===== src/rtl/ttbd_pkg.sv =====
// ----------------------------------------------------------------------------
// ttbd_pkg
// Shared types and codes for the tagged token byte decoder.
// ----------------------------------------------------------------------------
package ttbd_pkg;

   localparam int BYTE_W   = 8;
   localparam int INT_W    = 32;
   localparam int LEN_W    = 9;
   localparam int POS_W    = 8;
   localparam int STATUS_W = 2;
   localparam int CSR_IDX_W = 8;

   // Register indexes on the configuration channel
   localparam logic [CSR_IDX_W-1:0] REG_INTEGER_TAG      = 8'd0;
   localparam logic [CSR_IDX_W-1:0] REG_STRING_OPEN_TAG  = 8'd1;
   localparam logic [CSR_IDX_W-1:0] REG_STRING_CLOSE_TAG = 8'd2;
   localparam logic [CSR_IDX_W-1:0] REG_MESSAGE_END_TAG  = 8'd3;

   // Reset values of the tag registers
   localparam logic [BYTE_W-1:0] RST_INTEGER_TAG      = 8'd1;
   localparam logic [BYTE_W-1:0] RST_STRING_OPEN_TAG  = 8'd2;
   localparam logic [BYTE_W-1:0] RST_STRING_CLOSE_TAG = 8'd3;
   localparam logic [BYTE_W-1:0] RST_MESSAGE_END_TAG  = 8'd4;

   typedef enum logic [STATUS_W-1:0] {
      ST_RUNNING  = 2'd0,
      ST_INT_DONE = 2'd1,
      ST_STR_DONE = 2'd2,
      ST_MSG_END  = 2'd3
   } status_type;

   typedef struct packed {
      logic [BYTE_W-1:0] integer_tag;
      logic [BYTE_W-1:0] string_open_tag;
      logic [BYTE_W-1:0] string_close_tag;
      logic [BYTE_W-1:0] message_end_tag;
   } tags_type;

endpackage


===== src/rtl/ttbd_if.sv =====
// ----------------------------------------------------------------------------
// ttbd channel interfaces
// Valid/ready channels for input bytes, decoded results and register writes.
// ----------------------------------------------------------------------------
interface ttbd_req_if;
   logic                          valid;
   logic                          ready;
   logic [ttbd_pkg::BYTE_W-1:0]   data_byte;

   modport source (output valid, output data_byte, input ready);
   modport sink   (input valid, input data_byte, output ready);
endinterface

interface ttbd_rsp_if;
   logic                            valid;
   logic                            ready;
   logic [ttbd_pkg::STATUS_W-1:0]   status;
   logic signed [ttbd_pkg::INT_W-1:0] integer_value;
   logic [ttbd_pkg::LEN_W-1:0]      text_length;
   logic                            char_valid;
   logic [ttbd_pkg::BYTE_W-1:0]     char_value;
   logic [ttbd_pkg::POS_W-1:0]      char_position;

   modport source (output valid, output status, output integer_value, output text_length,
                   output char_valid, output char_value, output char_position,
                   input ready);
   modport sink   (input valid, input status, input integer_value, input text_length,
                   input char_valid, input char_value, input char_position,
                   output ready);
endinterface

interface ttbd_csr_if;
   logic                             valid;
   logic                             ready;
   logic [ttbd_pkg::CSR_IDX_W-1:0]   index;
   logic [ttbd_pkg::BYTE_W-1:0]      wdata;

   modport source (output valid, output index, output wdata, input ready);
   modport sink   (input valid, input index, input wdata, output ready);
endinterface


===== src/rtl/ttbd_csr.sv =====
// ----------------------------------------------------------------------------
// ttbd_csr
// Tag register file, written one beat at a time over the configuration channel.
// ----------------------------------------------------------------------------
module ttbd_csr (
   input  logic               clock,
   input  logic               reset,
   ttbd_csr_if.sink           csr_bus,
   output ttbd_pkg::tags_type tags
);

   ttbd_pkg::tags_type tags_ff;
   ttbd_pkg::tags_type tags_in;

   assign csr_bus.ready = 1'b1;
   assign tags          = tags_ff;

   always_comb begin
      tags_in = tags_ff;
      if (csr_bus.valid) begin
         // writes beyond the register list are dropped
         unique case (csr_bus.index)
            ttbd_pkg::REG_INTEGER_TAG:      tags_in.integer_tag      = csr_bus.wdata;
            ttbd_pkg::REG_STRING_OPEN_TAG:  tags_in.string_open_tag  = csr_bus.wdata;
            ttbd_pkg::REG_STRING_CLOSE_TAG: tags_in.string_close_tag = csr_bus.wdata;
            ttbd_pkg::REG_MESSAGE_END_TAG:  tags_in.message_end_tag  = csr_bus.wdata;
            default:                        tags_in = tags_ff;
         endcase
      end
   end

   always_ff @(posedge clock) begin
      if (reset) begin
         tags_ff.integer_tag      <= ttbd_pkg::RST_INTEGER_TAG;
         tags_ff.string_open_tag  <= ttbd_pkg::RST_STRING_OPEN_TAG;
         tags_ff.string_close_tag <= ttbd_pkg::RST_STRING_CLOSE_TAG;
         tags_ff.message_end_tag  <= ttbd_pkg::RST_MESSAGE_END_TAG;
      end else begin
         tags_ff <= tags_in;
      end
   end

endmodule


===== src/rtl/ttbd_dec.sv =====
// ----------------------------------------------------------------------------
// ttbd_dec
// Input byte register, token decode state and result register.
// ----------------------------------------------------------------------------
module ttbd_dec #(
   parameter int MAX_TEXT_LEN = 256
) (
   input  logic               clock,
   input  logic               reset,
   input  ttbd_pkg::tags_type tags,
   ttbd_req_if.sink           req_bus,
   ttbd_rsp_if.source         rsp_bus
);

   localparam int CNT_W = $clog2(MAX_TEXT_LEN + 1);
   localparam int EXT_W = CNT_W + ttbd_pkg::LEN_W;

   typedef enum logic [2:0] {
      PH_TYPE = 3'd0,
      PH_INT0 = 3'd1,
      PH_INT1 = 3'd2,
      PH_INT2 = 3'd3,
      PH_INT3 = 3'd4,
      PH_STR  = 3'd5
   } phase_type;

   // input stage
   logic                         in_valid_ff;
   logic [ttbd_pkg::BYTE_W-1:0]  in_byte_ff;
   logic                         advance;

   // decode state
   phase_type                    phase_ff, phase_in;
   logic [ttbd_pkg::INT_W-1:0]   acc_ff, acc_in;
   logic [CNT_W-1:0]             cnt_ff, cnt_in;
   logic [EXT_W-1:0]             cnt_ext;
   logic [ttbd_pkg::INT_W-1:0]   acc_shift;

   // result stage
   logic                         out_valid_ff;
   ttbd_pkg::status_type         status_ff, status_in;
   logic [ttbd_pkg::INT_W-1:0]   ival_ff, ival_in;
   logic [ttbd_pkg::LEN_W-1:0]   tlen_ff, tlen_in;
   logic                         cvalid_ff, cvalid_in;
   logic [ttbd_pkg::BYTE_W-1:0]  cval_ff, cval_in;
   logic [ttbd_pkg::POS_W-1:0]   cpos_ff, cpos_in;

   // move a held byte on when the result register is free or being drained
   assign advance       = in_valid_ff && (!out_valid_ff || rsp_bus.ready);
   assign req_bus.ready = !in_valid_ff || advance;

   assign cnt_ext   = {{ttbd_pkg::LEN_W{1'b0}}, cnt_ff};
   assign acc_shift = {acc_ff[ttbd_pkg::INT_W-ttbd_pkg::BYTE_W-1:0], in_byte_ff};

   always_comb begin
      phase_in  = phase_ff;
      acc_in    = acc_ff;
      cnt_in    = cnt_ff;
      status_in = ttbd_pkg::ST_RUNNING;
      ival_in   = '0;
      tlen_in   = '0;
      cvalid_in = 1'b0;
      cval_in   = '0;
      cpos_in   = '0;
      unique case (phase_ff)
         PH_TYPE: begin
            // integer tag wins over string open, string open over message end
            if (in_byte_ff == tags.integer_tag) begin
               phase_in = PH_INT0;
               acc_in   = '0;
            end else if (in_byte_ff == tags.string_open_tag) begin
               phase_in = PH_STR;
               cnt_in   = '0;
            end else if (in_byte_ff == tags.message_end_tag) begin
               status_in = ttbd_pkg::ST_MSG_END;
            end
         end
         PH_INT0: begin
            acc_in   = acc_shift;
            phase_in = PH_INT1;
         end
         PH_INT1: begin
            acc_in   = acc_shift;
            phase_in = PH_INT2;
         end
         PH_INT2: begin
            acc_in   = acc_shift;
            phase_in = PH_INT3;
         end
         PH_INT3: begin
            acc_in    = acc_shift;
            phase_in  = PH_TYPE;
            status_in = ttbd_pkg::ST_INT_DONE;
            ival_in   = acc_shift;
         end
         PH_STR: begin
            if (in_byte_ff != tags.string_close_tag) begin
               // drop characters once the string is full
               if (cnt_ff < CNT_W'(MAX_TEXT_LEN)) begin
                  cvalid_in = 1'b1;
                  cval_in   = in_byte_ff;
                  cpos_in   = cnt_ext[ttbd_pkg::POS_W-1:0];
                  cnt_in    = cnt_ff + 1'b1;
               end
            end else begin
               phase_in  = PH_TYPE;
               status_in = ttbd_pkg::ST_STR_DONE;
               tlen_in   = cnt_ext[ttbd_pkg::LEN_W-1:0];
            end
         end
         default: phase_in = PH_TYPE;
      endcase
   end

   always_ff @(posedge clock) begin
      if (reset) begin
         in_valid_ff  <= 1'b0;
         out_valid_ff <= 1'b0;
         phase_ff     <= PH_TYPE;
         acc_ff       <= '0;
         cnt_ff       <= '0;
      end else begin
         if (req_bus.ready) begin
            in_valid_ff <= req_bus.valid;
         end
         if (advance) begin
            out_valid_ff <= 1'b1;
            phase_ff     <= phase_in;
            acc_ff       <= acc_in;
            cnt_ff       <= cnt_in;
         end else if (rsp_bus.ready) begin
            out_valid_ff <= 1'b0;
         end
      end
   end

   always_ff @(posedge clock) begin
      if (req_bus.ready && req_bus.valid) begin
         in_byte_ff <= req_bus.data_byte;
      end
      if (advance) begin
         status_ff <= status_in;
         ival_ff   <= ival_in;
         tlen_ff   <= tlen_in;
         cvalid_ff <= cvalid_in;
         cval_ff   <= cval_in;
         cpos_ff   <= cpos_in;
      end
   end

   assign rsp_bus.valid         = out_valid_ff;
   assign rsp_bus.status        = status_ff;
   assign rsp_bus.integer_value = ival_ff;
   assign rsp_bus.text_length   = tlen_ff;
   assign rsp_bus.char_valid    = cvalid_ff;
   assign rsp_bus.char_value    = cval_ff;
   assign rsp_bus.char_position = cpos_ff;

endmodule


===== src/rtl/tagged_token_byte_decoder_unit.sv =====
// ----------------------------------------------------------------------------
// tagged_token_byte_decoder_unit
// Decodes a byte stream of tagged integers, strings and end-of-message marks.
// ----------------------------------------------------------------------------
//  channel   dir  beat carries
//  req_bus   in   data_byte
//  rsp_bus   out  status, integer_value, text_length, char_valid/value/position
//  csr_bus   in   index, wdata (tag registers 0..3)
//
//  One byte per cycle sustained while rsp_bus is ready; each byte passes
//  through the input register, then the result register, which presents
//  its result beat. The token state update is one short step between those
//  two registers. A stalled rsp_bus holds the result; one more byte is held
//  in the input register before req_bus.ready drops.
//  Synchronous reset restores the default tags and the wait-for-type state.
// ----------------------------------------------------------------------------
module tagged_token_byte_decoder_unit #(
   parameter int MAX_TEXT_LEN = 256
) (
   input  logic       clock,
   input  logic       reset,
   ttbd_req_if.sink   req_bus,
   ttbd_rsp_if.source rsp_bus,
   ttbd_csr_if.sink   csr_bus
);

   ttbd_pkg::tags_type tags;

   ttbd_csr u_csr (
      .clock   (clock),
      .reset   (reset),
      .csr_bus (csr_bus),
      .tags    (tags)
   );

   ttbd_dec #(
      .MAX_TEXT_LEN (MAX_TEXT_LEN)
   ) u_dec (
      .clock   (clock),
      .reset   (reset),
      .tags    (tags),
      .req_bus (req_bus),
      .rsp_bus (rsp_bus)
   );

endmodule


===== src/flat_wrapper.sv =====
// flat-port wrapper written by rule: the top's interface ports become plain ports
module tagged_token_byte_decoder_unit_flat 
#(
   parameter int MAX_TEXT_LEN = 256
)
  (clock, reset, req_bus_valid, req_bus_data_byte, req_bus_ready, rsp_bus_valid, rsp_bus_status, rsp_bus_integer_value, rsp_bus_text_length, rsp_bus_char_valid, rsp_bus_char_value, rsp_bus_char_position, rsp_bus_ready, csr_bus_valid, csr_bus_index, csr_bus_wdata, csr_bus_ready);
  ttbd_req_if req_bus_i ();
  ttbd_rsp_if rsp_bus_i ();
  ttbd_csr_if csr_bus_i ();
  input  logic clock;
  input  logic reset;
  input wire logic [$bits(req_bus_i.valid)-1:0] req_bus_valid;
  input wire logic [$bits(req_bus_i.data_byte)-1:0] req_bus_data_byte;
  output wire logic [$bits(req_bus_i.ready)-1:0] req_bus_ready;
  output wire logic [$bits(rsp_bus_i.valid)-1:0] rsp_bus_valid;
  output wire logic [$bits(rsp_bus_i.status)-1:0] rsp_bus_status;
  output wire logic [$bits(rsp_bus_i.integer_value)-1:0] rsp_bus_integer_value;
  output wire logic [$bits(rsp_bus_i.text_length)-1:0] rsp_bus_text_length;
  output wire logic [$bits(rsp_bus_i.char_valid)-1:0] rsp_bus_char_valid;
  output wire logic [$bits(rsp_bus_i.char_value)-1:0] rsp_bus_char_value;
  output wire logic [$bits(rsp_bus_i.char_position)-1:0] rsp_bus_char_position;
  input wire logic [$bits(rsp_bus_i.ready)-1:0] rsp_bus_ready;
  input wire logic [$bits(csr_bus_i.valid)-1:0] csr_bus_valid;
  input wire logic [$bits(csr_bus_i.index)-1:0] csr_bus_index;
  input wire logic [$bits(csr_bus_i.wdata)-1:0] csr_bus_wdata;
  output wire logic [$bits(csr_bus_i.ready)-1:0] csr_bus_ready;
  assign req_bus_i.valid = req_bus_valid;
  assign req_bus_i.data_byte = req_bus_data_byte;
  assign req_bus_ready = req_bus_i.ready;
  assign rsp_bus_valid = rsp_bus_i.valid;
  assign rsp_bus_status = rsp_bus_i.status;
  assign rsp_bus_integer_value = rsp_bus_i.integer_value;
  assign rsp_bus_text_length = rsp_bus_i.text_length;
  assign rsp_bus_char_valid = rsp_bus_i.char_valid;
  assign rsp_bus_char_value = rsp_bus_i.char_value;
  assign rsp_bus_char_position = rsp_bus_i.char_position;
  assign rsp_bus_i.ready = rsp_bus_ready;
  assign csr_bus_i.valid = csr_bus_valid;
  assign csr_bus_i.index = csr_bus_index;
  assign csr_bus_i.wdata = csr_bus_wdata;
  assign csr_bus_ready = csr_bus_i.ready;
  tagged_token_byte_decoder_unit #(.MAX_TEXT_LEN(MAX_TEXT_LEN)) u_core (.clock(clock), .reset(reset), .req_bus(req_bus_i), .rsp_bus(rsp_bus_i), .csr_bus(csr_bus_i));
endmodule

===== config.mk =====
export PLATFORM = sky130hd
export DESIGN_NAME = tagged_token_byte_decoder_unit_flat
export DESIGN_NICKNAME = d
export VERILOG_FILES = /design/src/rtl/ttbd_pkg.sv /design/src/rtl/ttbd_if.sv /design/src/rtl/ttbd_csr.sv /design/src/rtl/ttbd_dec.sv /design/src/rtl/tagged_token_byte_decoder_unit.sv /design/src/flat_wrapper.sv
export SDC_FILE = /design/constraint.sdc
export NUM_CORES = 1
export LEC_CHECK = 0
export BUFFER_PORTS_ARGS = -buffer_cell sky130_fd_sc_hd__buf_2
export CORE_MARGIN = 2
export CORE_UTILIZATION = 40
export DETAILED_ROUTE_END_ITERATION = 10
export PLACE_DENSITY = 0.56
export SKIP_CTS_REPAIR_TIMING = 1
export SLEW_MARGIN = 25
export SYNTH_ARGS = -nofsm -noshare
export SYNTH_HDL_FRONTEND = slang
export SYNTH_SLANG_ARGS = --single-unit
export TNS_END_PERCENT = 100

===== constraint.sdc =====
create_clock -name clock -period 4.8 [get_ports clock]
set_clock_uncertainty 0.1 [all_clocks]
set_input_delay 0.24 -clock clock [delete_from_list [all_inputs] [get_ports clock]]
set_output_delay 0.24 -clock clock [all_outputs]
set_load 0.02 [all_outputs]

# == Yosys cells after proc, flatten, opt, wreduce, memory -nomap -nowiden ==
# Index checks and enable logic that the tools add are counted.
# totals
reg_bits,138
out_inout_bits,63
# classes
addsub,1
order_cmp,1
n_eq_ne,19
n_mux,19
bitwise,1
reduce_logical,22
# op_table
operator,count
$pmux W24 S2,1
$mux W9,4
$eq A8 B8 Y1,3
$mux W24,1
$pmux W9 S2,1
$eq A8 B2 Y1 const B,2
$pmux W3 S5,1
$ne A2 B2 Y1 const B,6
$reduce_and A2 Y1,5
$add A9 B1 Y9 const B,1
$lt A9 B9 Y1 const B,1
$mux W3,3
$reduce_and A3 Y1,3
$eq A8 B1 Y1 const B,1
$logic_not A8 Y1,1
$mux W2,4
$ne A8 B8 Y1,1
$eq A3 B2 Y1 const B,2
$eq A3 B3 Y1 const B,2
$pmux W2 S3,1
$reduce_and A6 Y1,1
$reduce_bool A2 Y1,3
$reduce_or A4 Y1,1
$eq A3 B1 Y1 const B,1
8 further kinds,13

# == Logic depth before layout (Yosys ltp) ==
# logic_depth
ltp_word,5
depth_mapped,7
mapped_depth_nobuf,6

# == Cells and area by module ==
# From an unflattened synthesis, not the netlist that was laid out.
# unflattened
cells_unflattened,512
area_unflattened_um2,5923.2
# modules_own_cells
module,instances,cells_each,area_each_um2,seq_area_each_um2
ttbd_dec,1,390,4583.1,2802.7
ttbd_csr,1,122,1340.0,640.6

# == Worst setup path after synthesis ==
# Ideal clock, no wire load.
# synth_timing
kind,register to register
startpoint,register u_core.u_dec.out_valid_ff (netlist: u_core.u_dec.rsp_bus.valid)
endpoint,register u_core.u_dec.acc_ff[10] in the netlist's numbering
setup_time_ns,0.075
t_arrival_ns,2.916
required_ns,4.625
path_slack_ns,1.709
path_stages_with_launch,7
n_path_buf,1
synth_period_minus_slack_ns,3.091
path_cell_list,dfxtp_1 -> nand2b_1 -> nand2_1 -> inv_2 -> clkbuf_1 -> nand4_1 -> a21oi_1
# synth_via
elab_chain_len,4
# synth_lines
element,line_no,text
from (decl),ttbd_dec.sv:40,logic out_valid_ff;
from (signal assigned),ttbd_dec.sv:118,out_valid_ff <= 1'b0;
from (signal assigned),ttbd_dec.sv:127,out_valid_ff <= 1'b1;
from (signal assigned),ttbd_dec.sv:132,out_valid_ff <= 1'b0;
$logic_not A1 Y1,ttbd_dec.sv:49,assign advance = in_valid_ff && (!out_valid_ff || rsp_bus.ready);
$logic_or A1 B1 Y1,ttbd_dec.sv:49,
$logic_and A1 B1 Y1,ttbd_dec.sv:49,
via u_core.u_dec.advance,ttbd_dec.sv:30,logic advance;
$reduce_and A3 Y1 (no source line),--,
to (signal assigned),ttbd_dec.sv:129,acc_ff <= acc_in;
to (decl),ttbd_dec.sv:34,"logic [ttbd_pkg::INT_W-1:0] acc_ff, acc_in;"
# The timed path passes the listed nets, and every way through them passes these cells.
# A chain may end at the register's enable or synchronous reset.

# == Worst setup path after layout ==
# layout_timing
startpoint,register u_core.u_dec.in_byte_ff[6] in the netlist's numbering
endpoint,"register u_core.u_dec.cval_ff, in the netlist u_core.u_dec.rsp_bus.char_value[4] (data pin)"
# layout_via
elab_chain_len,2
# layout_lines
element,line_no,text
from (decl),ttbd_dec.sv:29,logic [ttbd_pkg::BYTE_W-1:0] in_byte_ff;
from (signal assigned),ttbd_dec.sv:139,in_byte_ff <= req_bus.data_byte;
$ne A8 B8 Y1,ttbd_dec.sv:97,if (in_byte_ff != tags.string_close_tag) begin
$reduce_and A3 Y1 (no source line),--,
to (signal assigned),ttbd_dec.sv:146,cval_ff <= cval_in;
to (decl),ttbd_dec.sv:45,"logic [ttbd_pkg::BYTE_W-1:0] cval_ff, cval_in;"
# Every way passes these cells.

==> flow_summary.ini <==
[sta]
setup_tns_ns = 0
period_minus_slack_ns = 2.627
period_share_pct = 54.72
max_freq_mhz = 380.7
hold_viol = 1
worst_pin_slew_ns = 1.047
timing.hold.ws_ns = -0.001166
drv_slew = 0
rsz0062_at_grt = false
setup_viol = 0
relSlewSlack_pct = 29.92

[clocking]
cts_buffer_depth = 2
cts.htree.levels = 4
cts.clk_slew.worst_paths_ns = 0.06
insertion_delay_ns = 0.42
cts_root_buf = clkbuf_16
cts.sinks = 138
cts_made_buffers = 17
cts_tree = yes

[pwr]
swShare_pct = 21.81
power_leakage_nw = 2.826
peakVddDrop_mv = 0.1934
p_total_mw = 2.722
p_clk_share_pct = 48.3
p_per_area_mw_per_mm2 = 388.2
power.switching_mw = 0.5937
power_frac_comb_pct = 4.7
seqPwrFrac_pct = 47.0
power.internal_mw = 2.128

[synthesis]
syn-cell-area_mm2 = 0.005776
synth_top_cell_by_area = edfxtp_1
postSynth.asyncResetShare_pct = 0
synth_top_area_share_pct = 35.36
synth_nets = 534
synth.ff_latch_count = 138
avgSynthCellArea_um2 = 11.46
ys_seq_area_share_pct = 59.62
synth_flop_cell = dfxtp_1
synthesis.instances = 504
synth-edff-count = 68
synthTopCellsByArea = edfxtp_1, dfxtp_1, and2_1, mux2i_1, nand4_1
synth.distinct_cells = 48
yosys_warnings = 0

[finish]
drive_gt1_share_pct = 22.06
fin_area_mm2 = 0.007012
mostFrequentLayoutCells = buf_2, dfxtp_1, edfxtp_1, and2_1, nor2_1
layout_commonest_cell = buf_2
diodes = 0
syn2layout_area_growth_pct = 21.40
fin_nets = 620

[place]
place_area_mm2 = 0.006326
routabilityCongestion = 0.7785
dp_hpwl_um = 8319
io_buffers = 90

[routing]
drc = 0
vias_per_cell = 5.121
wire_per_inst_um = 16.03
wirelength_um = 12550
dr.pass1.iters = 5
drtAntennaViolNets = 0
drtIter0Drc = 273
vias = 4010

[global_route]
track_usage_pct = 17.39
overflow = 0
grt_pass1_vias = 3842
grt_pass1_wl_um = 19980
grt_antenna_before_repair = 0
grt_max_degree = 74

[worst_hold_path]
hold_class = input port to register
holdPathStages = 3

[die]
core_area_mm2 = 0.01399
num_io_pins = 92
start_util_pct = 41.29
die_h_um = 124.2
rows = 43
die-area_mm2 = 0.01542
die_width_um = 124.2

[critical_path]
start_kind = register
worst_path_dominant_cell_family = simple AND/OR/NAND/NOR gates
reg2reg_slack_ns = 2.17
path_buf_inv = 0
worstRegToRegCells = 5
cpMaxStageDelayCell = nor2_1
critPathMaxStageDelay_ns = 0.83
cp_data_required_time_ns = 4.97
endpoint_kind = register
critPathArrivalTime_ns = 2.80
cp.depth = 5
criticalPathCategory = register to register
path_max_fanout = 17
crit_path_cell_trace = xnor2_1 > nand4_1 > o21ai_0 > nor2_1 > and2_1

[run_status]
status = complete, but fails checks
violations = negative hold slack

[flow_run]
max_cap_violations = 0
## worst paths after layout
path | start | end
setup / recovery | u_core.u_dec.in_byte_ff[6] | u_core.u_dec.rsp_bus.char_value[4]
hold reg to reg | u_core.u_dec.acc_ff[17] | u_core.u_dec.acc_ff[17]
setup reg to reg | u_core.u_dec.in_byte_ff[6] | u_core.u_dec.rsp_bus.char_value[4]
hold / removal | csr_bus_wdata[0] | u_core.u_csr.tags[24]
## registers in the layout, summed over array words and instances, names as in the netlist
name,count
u_core.u_csr.tags,32
u_core.u_dec.rsp_bus.integer_value,32
u_core.u_dec.acc_ff,24
u_core.u_dec.cnt_ff,9
u_core.u_dec.rsp_bus.text_length,9
u_core.u_dec.in_byte_ff,8
u_core.u_dec.rsp_bus.char_position,8
u_core.u_dec.rsp_bus.char_value,8
u_core.u_dec.phase_ff,3
u_core.u_dec.rsp_bus.status,2
u_core.u_dec.in_valid_ff,1
u_core.u_dec.rsp_bus.char_valid,1
u_core.u_dec.rsp_bus.valid,1
## area by class of cell
type / count / area [µm²]
tap: 180 / 225.2
sequential: 138 / 3443
fill: 1292 / 6977
timing repair buffer: 103 / 573.1
clock buffer: 20 / 446.7
inverter: 6 / 23.77
multi-input combinational: 324 / 2151
clock inverter: 12 / 148.9
## worst register-to-register path: cells and delay by family (launching register included)
| family | cells | cell delay [ns] |
|---|---|---|
| and+or+nand+nor | 3 | 1.35 |
| DFF | 1 | 0.61 |
| xor gates and xnor gates | 1 | 0.22 |
| AOI/OAI and AO/OA | 1 | 0.21 |
## kinds of logic (layout without fill, tap and decap cells)
logic type,after synthesis,after routing,share of synthesized area [%]
other,1,1,0.06493
and+or+nand+nor,175,175,16.96
xor gates and xnor gates,32,32,4.853
DFF,138,138,59.62
muxes,34,34,5.893
adders and majority gates,1,1,0.2166
AOI/OAI and AO/OA,81,81,9.164
buffers and inverters,42,141,3.228
## synthesized netlist by cell type (2+ instances only)
cell	instances
nand2b_1	3
mux2i_1	34
a211oi_1	2
nand4_1	30
or2_2	2
nand3_1	6
and2_1	60
nand2_1	19
xor2_1	15
nand4b_1	2
inv_1	5
nor4_1	3
a21oi_1	27
dfxtp_1	70
o31ai_1	5
edfxtp_1	68
a21o_1	7
xnor2_1	17
o211ai_1	3
o21ai_1	2
buf_4	2
buf_2	10
nor2_1	35
nor3_1	4
o21bai_1	2
clkbuf_1	22
nand3b_1	2
o21ai_0	26
nor3b_1	2
## power by group through the flow
stage | Clock, mW | Combinational [mW] | Sequential, mW
after floorplan | 0 | 0.0588 | 1.32
after global placement | 0 | 0.123 | 1.30
after detailed placement | 0 | 0.123 | 1.30
after CTS | 1.34 | 0.123 | 1.28
after global routing | 1.39 | 0.140 | 1.28
final | 1.32 | 0.128 | 1.28
## layer usage
metal	wire length [µm]	global-route usage, %
met5	0	0
met4	220	7.303
met1	5686	23.72
met3	760	4.167
met2	5882	26.47
## metrics by stage
| stage | util, % | std cells | worst slack (ns) |
|---|---|---|---|
| 3_3_place_gp | 45.21 | 742 | 2.133 |
| 6_report | 50.13 | 783 | 2.173 |
| 4_1_cts | 49.48 | 774 | 2.169 |
| 3_5_place_dp | 45.22 | 742 | 2.188 |
| 2_1_floorplan | - | 504 | 1.709 |
| 5_1_grt | 50.13 | 783 | 2.028 |
No activity file was read; power rests on OpenSTA's default activity.
